$ cat config.mk
export PLATFORM = sky130hd
export DESIGN_NAME = elevator_stop_scheduler
export DESIGN_NICKNAME = d
export VERILOG_FILES = /design/src/sv/esched_pkg.sv /design/src/sv/esched_queue.sv /design/src/sv/elevator_stop_scheduler.sv
export SDC_FILE = /design/constraint.sdc
export NUM_CORES = 1
export LEC_CHECK = 0
export BUFFER_PORTS_ARGS = -buffer_cell sky130_fd_sc_hd__buf_4
export CELL_PAD_IN_SITES_DETAIL_PLACEMENT = 0
export CELL_PAD_IN_SITES_GLOBAL_PLACEMENT = 2
export CORE_ASPECT_RATIO = 1.4
export CORE_UTILIZATION = 40
export CTS_BUF_LIST = sky130_fd_sc_hd__clkbuf_4 sky130_fd_sc_hd__clkbuf_8
export DETAILED_ROUTE_END_ITERATION = 10
export GPL_TIMING_DRIVEN = 0
export MAX_ROUTING_LAYER = met4
export PLACE_DENSITY_LB_ADDON = 0.25
export SLEW_MARGIN = 40
export SYNTH_ARGS = -nofsm -noshare
export SYNTH_HDL_FRONTEND = slang
export SYNTH_SLANG_ARGS = --single-unit
$ cat constraint.sdc
create_clock -name clk -period 4.75 [get_ports clk]
set_clock_uncertainty 0.2 [all_clocks]
set_input_delay 0.7125 -clock clk [delete_from_list [all_inputs] [get_ports clk]]
set_output_delay 0.7125 -clock clk [all_outputs]
set_load 0.01 [all_outputs]
$ cat src/sv/esched_pkg.sv
package esched_pkg;

  typedef struct packed {
    logic [7:0] floor;
    logic [1:0] dir;
  } entry_t;

  localparam logic [1:0] DIR_NONE = 2'b00;
  localparam logic [1:0] DIR_UP   = 2'b01;
  localparam logic [1:0] DIR_DN   = 2'b11;

  localparam logic [2:0] EV_MOVED  = 3'd0;
  localparam logic [2:0] EV_IDLE   = 3'd1;
  localparam logic [2:0] EV_SERVED = 3'd2;
  localparam logic [2:0] EV_AT_CAR = 3'd3;
  localparam logic [2:0] EV_DUP    = 3'd4;
  localparam logic [2:0] EV_QUEUED = 3'd5;
  localparam logic [2:0] EV_FULL   = 3'd6;

  localparam int MAX_RESULTS = 16;

  // sign of the product of two direction codes
  function automatic logic [1:0] dsign(input logic [1:0] a, input logic [1:0] b);
    if (a == DIR_NONE || b == DIR_NONE) dsign = DIR_NONE;
    else if (a == b) dsign = DIR_UP;
    else dsign = DIR_DN;
  endfunction

  // fl*a >= fl*b
  function automatic logic fl_ge(input logic [1:0] fl, input logic [7:0] a,
                                 input logic [7:0] b);
    if (fl == DIR_UP) fl_ge = (a >= b);
    else if (fl == DIR_NONE) fl_ge = 1'b1;
    else fl_ge = (a <= b);
  endfunction

  // fl*a > fl*b
  function automatic logic fl_gt(input logic [1:0] fl, input logic [7:0] a,
                                 input logic [7:0] b);
    if (fl == DIR_UP) fl_gt = (a > b);
    else if (fl == DIR_NONE) fl_gt = 1'b0;
    else fl_gt = (a < b);
  endfunction

endpackage

$ cat src/sv/esched_queue.sv
module esched_queue import esched_pkg::*; #(
  parameter int DEPTH = 16,
  parameter int IW = $clog2(DEPTH)
) (
  input  logic          clk,
  input  logic          rst,
  input  logic [IW-1:0] rd_idx,
  output entry_t        rd_data,
  input  logic          wr_en,
  input  logic [IW-1:0] wr_idx,
  input  entry_t        wr_data,
  input  logic          pop
);

  localparam logic [IW:0] DEPTH_W = (IW+1)'(DEPTH);

  entry_t mem [DEPTH];
  logic [IW-1:0] head;

  // ring buffer: logical index -> physical address
  function automatic logic [IW-1:0] phys(input logic [IW-1:0] h, input logic [IW-1:0] i);
    logic [IW:0] s;
    s = {1'b0, h} + {1'b0, i};
    if (s >= DEPTH_W) s = s - DEPTH_W;
    phys = s[IW-1:0];
  endfunction

  always_ff @(posedge clk) begin
    if (rst) begin
      head <= '0;
    end else if (pop) begin
      head <= phys(head, IW'(1));
    end
  end

  always_ff @(posedge clk) begin
    if (wr_en) begin
      mem[phys(head, wr_idx)] <= wr_data;
    end
    rd_data <= mem[phys(head, rd_idx)];
  end

endmodule

$ cat src/sv/elevator_stop_scheduler.sv
// Elevator stop scheduler. Pending stops live in a QUEUE_DEPTH-entry ring
// memory (registered read); all work walks it one entry at a time, one item
// in flight. A request scans the queued entries for a duplicate, then scans
// for its slot and moves the entries behind the slot up to open it.
// A tick looks ahead over the stops at the car's floor, then pops each
// stop and sends its beat; otherwise it moves the car or reports idle.
// Served stops leave one result beat each. The output register lets a new
// item in while the last result of the previous one still waits.
module elevator_stop_scheduler import esched_pkg::*; #(
  parameter int QUEUE_DEPTH = 16,
  parameter int MAX_FLOOR = 255
) (
  input  logic        clk,
  input  logic        rst,
  input  logic        cfg_we,
  input  logic [7:0]  cfg_wdata,
  input  logic        s_tvalid,
  output logic        s_tready,
  input  logic [15:0] s_tdata,   // req_floor[7:0], req_dir[9:8]
  input  logic        s_tuser,   // func
  output logic        m_tvalid,
  input  logic        m_tready,
  output logic [23:0] m_tdata,   // event_floor[7:0], event_dir[9:8], car_floor[17:10],
                                 // travel_dir[19:18]
  output logic [2:0]  m_tuser,   // event_res
  output logic        m_tlast
);

  localparam int IW = $clog2(QUEUE_DEPTH);
  localparam int CW = $clog2(QUEUE_DEPTH + 1);
  localparam logic [CW-1:0] DEPTH_C = CW'(QUEUE_DEPTH);
  localparam int MFC = (MAX_FLOOR > 255) ? 255 : MAX_FLOOR;
  localparam logic [7:0] MF8 = 8'(MFC);

  typedef enum logic [10:0] {
    ST_IDLE    = 11'b00000000001,
    ST_SCAN_RD = 11'b00000000010,
    ST_SCAN_EV = 11'b00000000100,
    ST_CHK     = 11'b00000001000,
    ST_SH_RD   = 11'b00000010000,
    ST_SH_WR   = 11'b00000100000,
    ST_TK_RD   = 11'b00001000000,
    ST_TK_EV   = 11'b00010000000,
    ST_POP_RD  = 11'b00100000000,
    ST_POP_EV  = 11'b01000000000,
    ST_EMIT    = 11'b10000000000
  } state_t;

  typedef enum logic [5:0] {
    PH_DUP = 6'b000001,
    PH_P1  = 6'b000010,
    PH_A   = 6'b000100,
    PH_B   = 6'b001000,
    PH_C   = 6'b010000,
    PH_D   = 6'b100000
  } phase_t;

  state_t state;
  phase_t ph;
  logic          c3;
  logic          have_pos;
  logic          capped;
  logic [CW-1:0] p, pos, cnt, n, k;
  logic [7:0]    x, car_pos;
  logic [1:0]    d, car_dir;
  logic          popping;
  logic [2:0]    pres;
  logic [7:0]    pfloor;
  logic [1:0]    pdir;
  logic          plast;

  entry_t        ent;
  logic [IW-1:0] rd_idx, wr_idx;
  logic          wr_en, pop;
  entry_t        wr_data;

  logic slot_free, cond;
  logic [7:0] in_floor;
  logic [1:0] in_dir;
  logic [CW-1:0] p_inc;

  assign slot_free = !m_tvalid || m_tready;
  assign s_tready  = (state == ST_IDLE);
  assign in_floor  = (s_tdata[7:0] > MF8) ? MF8 : s_tdata[7:0];
  assign in_dir    = (s_tdata[9:8] == 2'b00) ? DIR_NONE :
                     (s_tdata[9:8] == 2'b01) ? DIR_UP : DIR_DN;
  assign p_inc     = p + CW'(1);
  assign pop       = (state == ST_EMIT) && slot_free && popping;

  esched_queue #(.DEPTH(QUEUE_DEPTH), .IW(IW)) u_queue (
    .clk(clk), .rst(rst), .rd_idx(rd_idx), .rd_data(ent),
    .wr_en(wr_en), .wr_idx(wr_idx), .wr_data(wr_data), .pop(pop)
  );

  always_comb begin
    rd_idx  = '0;
    wr_en   = 1'b0;
    wr_idx  = pos[IW-1:0];
    wr_data = '{floor: x, dir: d};
    unique case (state)
      ST_SCAN_RD, ST_SCAN_EV, ST_TK_RD, ST_TK_EV: rd_idx = p[IW-1:0];
      ST_SH_RD: begin
        rd_idx = IW'(p - CW'(1));
        wr_en  = (p == pos);
      end
      ST_SH_WR: begin
        wr_en   = 1'b1;
        wr_idx  = p[IW-1:0];
        wr_data = ent;
      end
      default: rd_idx = '0;
    endcase
  end

  // scan condition of the current phase on the entry just read
  always_comb begin
    unique case (ph)
      PH_DUP: cond = (ent.floor != x);
      PH_P1:  cond = fl_ge(car_dir, ent.floor, car_pos) && fl_gt(car_dir, x, ent.floor) &&
                     (dsign(car_dir, ent.dir) != DIR_DN);
      PH_A:   cond = fl_ge(car_dir, ent.floor, car_pos) && (dsign(car_dir, ent.dir) != DIR_DN);
      PH_B:   cond = (dsign(ent.dir, car_dir) != DIR_UP) && fl_gt(car_dir, ent.floor, x);
      PH_C:   cond = (dsign(ent.dir, car_dir) != DIR_UP);
      PH_D:   cond = (dsign(ent.dir, car_dir) != DIR_DN) && fl_gt(car_dir, x, ent.floor);
      default: cond = 1'b0;
    endcase
  end

  always_ff @(posedge clk) begin
    if (rst) begin
      state    <= ST_IDLE;
      cnt      <= '0;
      car_pos  <= 8'd1;
      car_dir  <= DIR_NONE;
      m_tvalid <= 1'b0;
      ph       <= PH_DUP;
      popping  <= 1'b0;
    end else begin
      if (m_tvalid && m_tready && state != ST_EMIT) m_tvalid <= 1'b0;
      unique case (state)
        ST_IDLE: begin
          if (cfg_we) car_pos <= (cfg_wdata > MF8) ? MF8 : cfg_wdata;
          if (s_tvalid) begin
            x        <= in_floor;
            d        <= in_dir;
            p        <= '0;
            ph       <= PH_DUP;
            have_pos <= 1'b0;
            capped   <= 1'b0;
            popping  <= 1'b0;
            plast    <= 1'b1;
            if (!s_tuser) begin
              if (in_floor == car_pos) begin
                pres   <= EV_AT_CAR;
                pfloor <= in_floor;
                pdir   <= in_dir;
                state  <= ST_EMIT;
              end else begin
                state <= ST_SCAN_RD;
              end
            end else if (cnt == '0) begin
              car_dir <= DIR_NONE;
              pres    <= EV_IDLE;
              pfloor  <= '0;
              pdir    <= DIR_NONE;
              state   <= ST_EMIT;
            end else begin
              state <= ST_TK_RD;
            end
          end
        end
        ST_SCAN_RD: begin
          if (p == cnt) begin
            if (ph == PH_DUP) begin
              state <= ST_CHK;
            end else begin
              pos   <= p;
              p     <= cnt;
              state <= ST_SH_RD;
            end
          end else begin
            state <= ST_SCAN_EV;
          end
        end
        ST_SCAN_EV: begin
          if (cond) begin
            p     <= p_inc;
            state <= ST_SCAN_RD;
          end else begin
            unique case (ph)
              PH_DUP: begin
                if (ent.dir == d) begin
                  pres   <= EV_DUP;
                  pfloor <= x;
                  pdir   <= d;
                  state  <= ST_EMIT;
                end else begin
                  if (dsign(car_dir, d) == DIR_DN) begin
                    pos      <= p_inc;
                    have_pos <= 1'b1;
                  end
                  state <= ST_CHK;
                end
              end
              PH_A: ph <= c3 ? PH_C : PH_B;
              PH_C: ph <= PH_D;
              default: begin
                pos   <= p;
                p     <= cnt;
                state <= ST_SH_RD;
              end
            endcase
          end
        end
        ST_CHK: begin
          if (cnt == DEPTH_C) begin
            pres   <= EV_FULL;
            pfloor <= x;
            pdir   <= d;
            state  <= ST_EMIT;
          end else if (have_pos) begin
            p     <= cnt;
            state <= ST_SH_RD;
          end else begin
            p     <= '0;
            state <= ST_SCAN_RD;
            if (fl_gt(car_dir, x, car_pos) && dsign(d, car_dir) != DIR_DN) begin
              ph <= PH_P1;
            end else begin
              ph <= PH_A;
              c3 <= (dsign(d, car_dir) == DIR_UP);
            end
          end
        end
        ST_SH_RD: begin
          if (p == pos) begin
            cnt    <= cnt + CW'(1);
            pres   <= EV_QUEUED;
            pfloor <= x;
            pdir   <= d;
            state  <= ST_EMIT;
          end else begin
            state <= ST_SH_WR;
          end
        end
        ST_SH_WR: begin
          p     <= p - CW'(1);
          state <= ST_SH_RD;
        end
        ST_TK_RD: state <= ST_TK_EV;
        ST_TK_EV: begin
          if (capped) begin
            // entry after the served batch sets the direction
            car_dir <= (car_pos > ent.floor) ? DIR_DN : DIR_UP;
            n       <= p;
            k       <= '0;
            state   <= ST_POP_RD;
          end else if (ent.floor == car_pos) begin
            // look ahead over the stops at this floor before popping any
            p <= p_inc;
            if (p_inc == cnt) begin
              car_dir <= DIR_NONE;
              n       <= p_inc;
              k       <= '0;
              state   <= ST_POP_RD;
            end else if (32'(p_inc) == MAX_RESULTS) begin
              capped <= 1'b1;
              state  <= ST_TK_RD;
            end else begin
              state <= ST_TK_RD;
            end
          end else if (p == '0) begin
            car_dir <= (car_pos > ent.floor) ? DIR_DN : DIR_UP;
            car_pos <= (car_pos > ent.floor) ? car_pos - 8'd1 : car_pos + 8'd1;
            pres    <= EV_MOVED;
            pfloor  <= ent.floor;
            pdir    <= ent.dir;
            state   <= ST_EMIT;
          end else begin
            car_dir <= (car_pos > ent.floor) ? DIR_DN : DIR_UP;
            n       <= p;
            k       <= '0;
            state   <= ST_POP_RD;
          end
        end
        ST_POP_RD: state <= ST_POP_EV;
        ST_POP_EV: begin
          pres    <= EV_SERVED;
          pfloor  <= ent.floor;
          pdir    <= ent.dir;
          plast   <= (k + CW'(1) == n);
          popping <= 1'b1;
          state   <= ST_EMIT;
        end
        ST_EMIT: begin
          if (slot_free) begin
            m_tvalid <= 1'b1;
            m_tuser  <= pres;
            m_tlast  <= plast;
            m_tdata  <= {4'b0, car_dir, car_pos, pdir, pfloor};
            if (popping) begin
              cnt <= cnt - CW'(1);
              k   <= k + CW'(1);
              state <= plast ? ST_IDLE : ST_POP_RD;
            end else begin
              state <= ST_IDLE;
            end
          end
        end
        default: state <= ST_IDLE;
      endcase
    end
  end

endmodule

Word level (Yosys, flattened, before mapping):

Memory sizes are Yosys's and may differ from the RTL's. A register that Yosys moved wholly into a read port is not among the register bits.
Index checks and enable logic that the tools add are counted.

* flip-flop bits (word level): 109
* memory bits (writable): 160
* input port bits: 30
* output and inout bits: 30
* word-level logic and storage cells: 368
* memories: 1

* add/sub/neg operators: 13
* $lt $le $gt $ge: 14
* equal/unequal tests: 75
* muxes and demuxes: 188
* bitwise logic cells: 4
* reduce and logical (&&, ||, !) cells: 49

Memories
* u_queue.mem: words 16, width 10, read ports 1, clocked after Yosys merged registers in 1, write ports 1, RTL line esched_queue.sv:17 `entry_t mem [DEPTH];`

Operators with widths (number)
* $mux 8: 19
* $mux 5: 30
* $mux 11: 13
* $pmux 11 s11: 1
* $mux 2: 47
* $ne 2x2->1 const B: 24
* $pmux 8 s6: 1
* $pmux 5 s2: 4
* $mux 3: 13
* $gt 8x8->1: 4
* $mux 1: 32
* $pmux 5 s6: 1
* $mux 9: 3
* $lt 8x8->1: 3
* $mux 6: 4
* $pmux 11 s2: 1
* $eq 5x5->1: 4
* $mux 4: 5
* $pmux 3 s6: 1
* $pmux 6 s3: 1
* $eq 8x8->1: 2
* $gt 8x8->1 const B: 2
* $pmux 8 s2: 1
* $add 5x1->5 const B: 3
* 65 further kinds: 124

Logic depth before layout (Yosys ltp):

* depth after elaboration: 16
* depth in mapped cells: 18
* depth with buffers taken out: 18

Cells and area by module:

From an unflattened synthesis, not the netlist that was laid out.

* cell total of the unflattened synthesis: 1059
* area total of the unflattened synthesis: 13565.5 sq um

By module, submodules not included
* esched_queue: instances 1, cells an instance 346, area an instance 7006.7 sq um, seq. area each 5084.9 sq um
* elevator_stop_scheduler: instances 1, cells an instance 713, area an instance 6558.8 sq um, seq. area each 2812.7 sq um

Least setup slack after synthesis:

Ideal clock, no wire load.

* path type: reg-to-reg
* start: reg state[0]
* end: reg pdir[0], enable pin
* library setup time: 456 ps
* arrival: 4073 ps
* data required time: 4094 ps
* slack: 21 ps
* stages on the path, launching flop included: 10
* path buffers: 2
* period minus slack after synthesis: 4729 ps
* path through: dfxtp_1 -> nor4_1 -> and2_1 -> buf_2 -> nand2_1 -> or4b_1 -> clkbuf_1 -> nand2_1 -> nor2_1 -> a2111oi_0

* cells in the longest elaborated chain, start to end: 3
* elaborated cells between the ends (all ways): 19

RTL lines
* start: declaration: RTL line elevator_stop_scheduler.sv:58 `state_t state;`
* start signal: assignment: RTL line elevator_stop_scheduler.sv:131 `state <= ST_IDLE;`
* start signal: assignment: RTL line elevator_stop_scheduler.sv:157 `state <= ST_EMIT;`
* start signal: assignment: RTL line elevator_stop_scheduler.sv:159 `state <= ST_SCAN_RD;`
* $eq 11x1->1 (tied with other cells): RTL line elevator_stop_scheduler.sv:140 `unique case (state)`
* $ne 3x2->1 (no source line) (tied with other cells)
* $reduce_and 13->1 (no source line) (*)
* end signal: assignment: RTL line elevator_stop_scheduler.sv:156 `pdir <= in_dir;`
* end signal: assignment: RTL line elevator_stop_scheduler.sv:277 `pdir <= ent.dir;`
* end signal: assignment: RTL line elevator_stop_scheduler.sv:290 `pdir <= ent.dir;`
* end: declaration: RTL line elevator_stop_scheduler.sv:69 `logic [1:0] pdir;`

Every way passes the cells marked *; elsewhere a longest branch is shown, timed or not.
A chain may end at the register's enable or synchronous reset.

Final worst setup path:

* start: reg state[8]
* end: mem u_queue.mem[7][3] in the netlist's numbering, enable pin

* cells in the longest elaborated chain, start to end: 6
* elaborated cells between the ends (all ways): 11

RTL lines
* $eq 11x6->1: RTL line elevator_stop_scheduler.sv:100 `unique case (state)`
* $mux 4: RTL line elevator_stop_scheduler.sv:100
* $add 4x4->5: RTL line esched_queue.sv:23 `s = {1'b0, h} + {1'b0, i};`
* $sub 4x1->4 or $ge 5x5->1 (tied branches): RTL line esched_queue.sv:24 `if (s >= DEPTH_W) s = s - DEPTH_W;`
* $mux 4: RTL line esched_queue.sv:24
* $mux 4: RTL line esched_queue.sv:37 `if (wr_en) begin`
* end: declaration: RTL line esched_queue.sv:17

Parallel ways exist; a longest one is shown, timed or not. The select of a mux whose other input is x is not followed.

==> flow_summary.json <==
{
  "antenna_found_initial": 0,
  "cts_hold_repair.buffers": 0,
  "peakVddDrop_v": 0.000222,
  "port_buffers": 48,
  "p_leak_uw": 0.00548,
  "cp_num_buf_inv": 2,
  "place_inst": 1550,
  "rsz0062_at_grt": "true",
  "grt_use_total": 0.216,
  "cts_tree": "yes",
  "cp_data_arrival_time_ns": 4.64,
  "post-route-drc-count": 0,
  "crit_required_ns": 4.75,
  "grt_max_degree": 21,
  "slew_viol_final": 0,
  "syn_to_final_growth_pct": 16.3,
  "path_class": "flop to flop",
  "max_freq_ghz": 0.216,
  "wire_per_inst_um": 21.1,
  "clock_path_buffers": 3,
  "ys.warnings.count": 0,
  "yosys.area.top_type_share": 0.519,
  "ys_seq_elements": 279,
  "die-area_um2": 34100,
  "synth_top_area_cell": "edfxtp_1",
  "grt_overflow": 0,
  "syn_inst": 1045,
  "slowest_stage": "nor2_2",
  "max-cap-violations": 0,
  "first_iter_violations": 531,
  "num_antenna_cells": 0,
  "crit_family": "simple AND/OR/NAND/NOR gates",
  "setup_viol": 0,
  "ios": 60,
  "fin_util": 0.476,
  "holdWs_ns": 0.146,
  "slew_headroom": 0.486,
  "holdCritPathClass": "primary input to flop",
  "clkLatencyLatePin_ns": 0.58,
  "synth_top_flop_cell": "edfxtp_1",
  "gp_congestion": 0.879,
  "nNetsFinal": 1237,
  "synth_cell_type_count": 86,
  "cp_max_fo": 10,
  "htree_num_levels": 2,
  "tightest_slew_ns": 0.771,
  "hold_viol_final": 0,
  "drtPass1Iterations": 5,
  "num_rows": 78,
  "crit_chain": "nor3_2, and3_1, nand4b_1, clkbuf_1, mux2_2, ha_1, inv_1, fa_1, or3b_1, nor2_2",
  "cts_root_buf": "clkbuf_8",
  "die_width_um": 156,
  "status": "complete, no violations",
  "dr_total_vias": 8697,
  "avgSynthCellArea_um2": 12.8,
  "setup_tns_ns": 0,
  "coreArea_um2": 32600,
  "cts_made_buffers": 44,
  "critPathLaunchType": "flop",
  "post-route-min-period_ns": 4.64,
  "final.period_utilization": 0.977,
  "synth_edf_count": 231,
  "drive_gt1_frac": 0.215,
  "p_per_area_nw_per_um2": 414,
  "grt_pass1_vias": 8825,
  "synthesis.area_um2": 13400,
  "grt_first_pass_wirelength_um": 52900,
  "ys_top_cells_by_area": "edfxtp_1 52%, dfxtp_1 7.2%, mux4_2 6.7%",
  "dp_hpwl_um": 25400,
  "endpoint_kind": "flop",
  "start_util": 0.410,
  "yosysSeqAreaShare": 0.591,
  "numClockSinks": 279,
  "stdcell_count": 1632,
  "die_h_um": 218,
  "vias_per_cell": 5.33,
  "drt_wl_total_um": 34400,
  "place_area_um2": 14500,
  "synthArstFlopShare": 0,
  "design_area_um2": 15500,
  "ant_nets": 0,
  "critPathMaxStageDelay_ns": 0.57,
  "clk_pin_slew_ns": 0.06
}
[cells in the final DEF, fill, tap and decap left out, drive strengths merged, types with 5 or more instances in the layout]
| master | n |
|---|---|
| a211oi | 20 |
| a21o | 14 |
| a21oi | 49 |
| a221oi | 5 |
| a22oi | 13 |
| buf | 75 |
| clkbuf | 104 |
| clkinv | 12 |
| dfxtp | 48 |
| edfxtp | 231 |
| ha | 44 |
| inv | 39 |
| mux2i | 16 |
| mux4 | 40 |
| nand2 | 90 |
| nand2b | 7 |
| nand3 | 11 |
| nand4 | 17 |
| nand4b | 5 |
| nor2 | 100 |
| nor2b | 19 |
| nor3 | 22 |
| nor4 | 6 |
| o21ai | 40 |
| o31ai | 6 |
| xnor2 | 35 |
| xor2 | 31 |
[report_power, final]
| part | internal (uW) | switching (uW) | leakage (uW) | total [uW] |
|---|---|---|---|---|
| Sequential | 2810 | 121 | 0.00247 | 2930 |
| Clock | 1180 | 947 | 0.000483 | 2130 |
| Combinational | 539 | 835 | 0.00253 | 1370 |
[metal layers]
| layer | vias to the layer above | global-route usage | wire length (um) |
|---|---|---|---|
| met5 | - | - | 0 |
| met4 | 0 | 0.0712 | 907 |
| met3 | 51 | 0.0307 | 1200 |
| met2 | 184 | 0.381 | 18300 |
| met1 | 4292 | 0.251 | 14000 |
| li1 | 4170 | - | - |
[registers in the layout, indices dropped and copies added, names as in the netlist, 2 cells and up]
| signal | count |
|---|---|
| d | 2 |
| u_queue.mem | 160 |
| m_tdata | 20 |
| x | 8 |
| pos | 5 |
| p | 5 |
| u_queue.head | 4 |
| cnt | 5 |
| u_queue.rd_data | 10 |
| car_dir | 2 |
| car_pos | 8 |
| pfloor | 8 |
| pdir | 2 |
| state | 11 |
| pres | 3 |
| ph | 6 |
| n | 5 |
| m_tuser | 3 |
| k | 5 |
[path summary, 6_finish.rpt]
kind	startpoint	slack, ns	end	cells past startpoint
setup / recovery	state[8]	0.11	u_queue.mem[7][3]	10
hold / removal	s_tdata[0]	0.15	x[0]	1
setup reg to reg	state[8]	0.11	u_queue.mem[7][3]	10
hold reg to reg	pfloor[2]	0.22	m_tdata[2]	0
[Yosys cell counts (6+ instances only)]
cell and count:
a211oi_1 20, clkbuf_1 39, o31ai_1 6, nor2b_1 19, a22oi_1 13, nand2_1 90, xnor2_1 35, nor2_1 98
mux4_2 40, edfxtp_1 231, mux2i_1 16, dfxtp_1 48, nand3_1 11, inv_1 38, o21ai_0 33, a21o_1 13
xor2_1 31, nor4_1 6, a21oi_1 48, nand4_1 17, ha_1 44, nand2b_1 7, nor3_1 21
[what timing repair did]
item / in CTS / in global routing
buffers inserted: 0 / 3
resized for setup: 13 / 9
pin swaps: 0 / 1
endpoints found under the setup margin: 10 / 77
[layout make-up]
| class | instances | area (um^2) |
|---|---|---|
| Clock buffer | 65 | 795 |
| Sequential cell | 279 | 7900 |
| Multi-Input combinational cell | 678 | 5260 |
| Fill cell | 3035 | 17100 |
| Buffer | 52 | 255 |
| Tap cell | 440 | 551 |
| Timing Repair Buffer | 65 | 509 |
| Inverter | 39 | 148 |
| Clock inverter | 14 | 114 |
[stage by stage]
stage | setup WS (ns) | total power [uW]
after floorplan | 0.0213 | 3900
after global placement | -2.21 | 4310
after detailed placement | -0.458 | 4350
after CTS | 0.0157 | 6490
after global routing | -0.0636 | 6760
final | 0.111 | 6430
[logic make-up (layout without fill, tap and decap cells)]
group / after synthesis / in the layout / share of synthesized area
AO/OA/AOI/OAI: 189 / 189 / 0.0943
other: 1 / 4 / 0.000281
adder cells (fa/ha/maj): 48 / 48 / 0.0472
buffers and inverters: 91 / 235 / 0.0289
multiplexers: 58 / 58 / 0.0811
XOR/XNOR: 66 / 66 / 0.0433
flip-flops: 279 / 279 / 0.591
AND/OR/NAND/NOR: 313 / 313 / 0.114
Power figures use the tool's default switching activity.
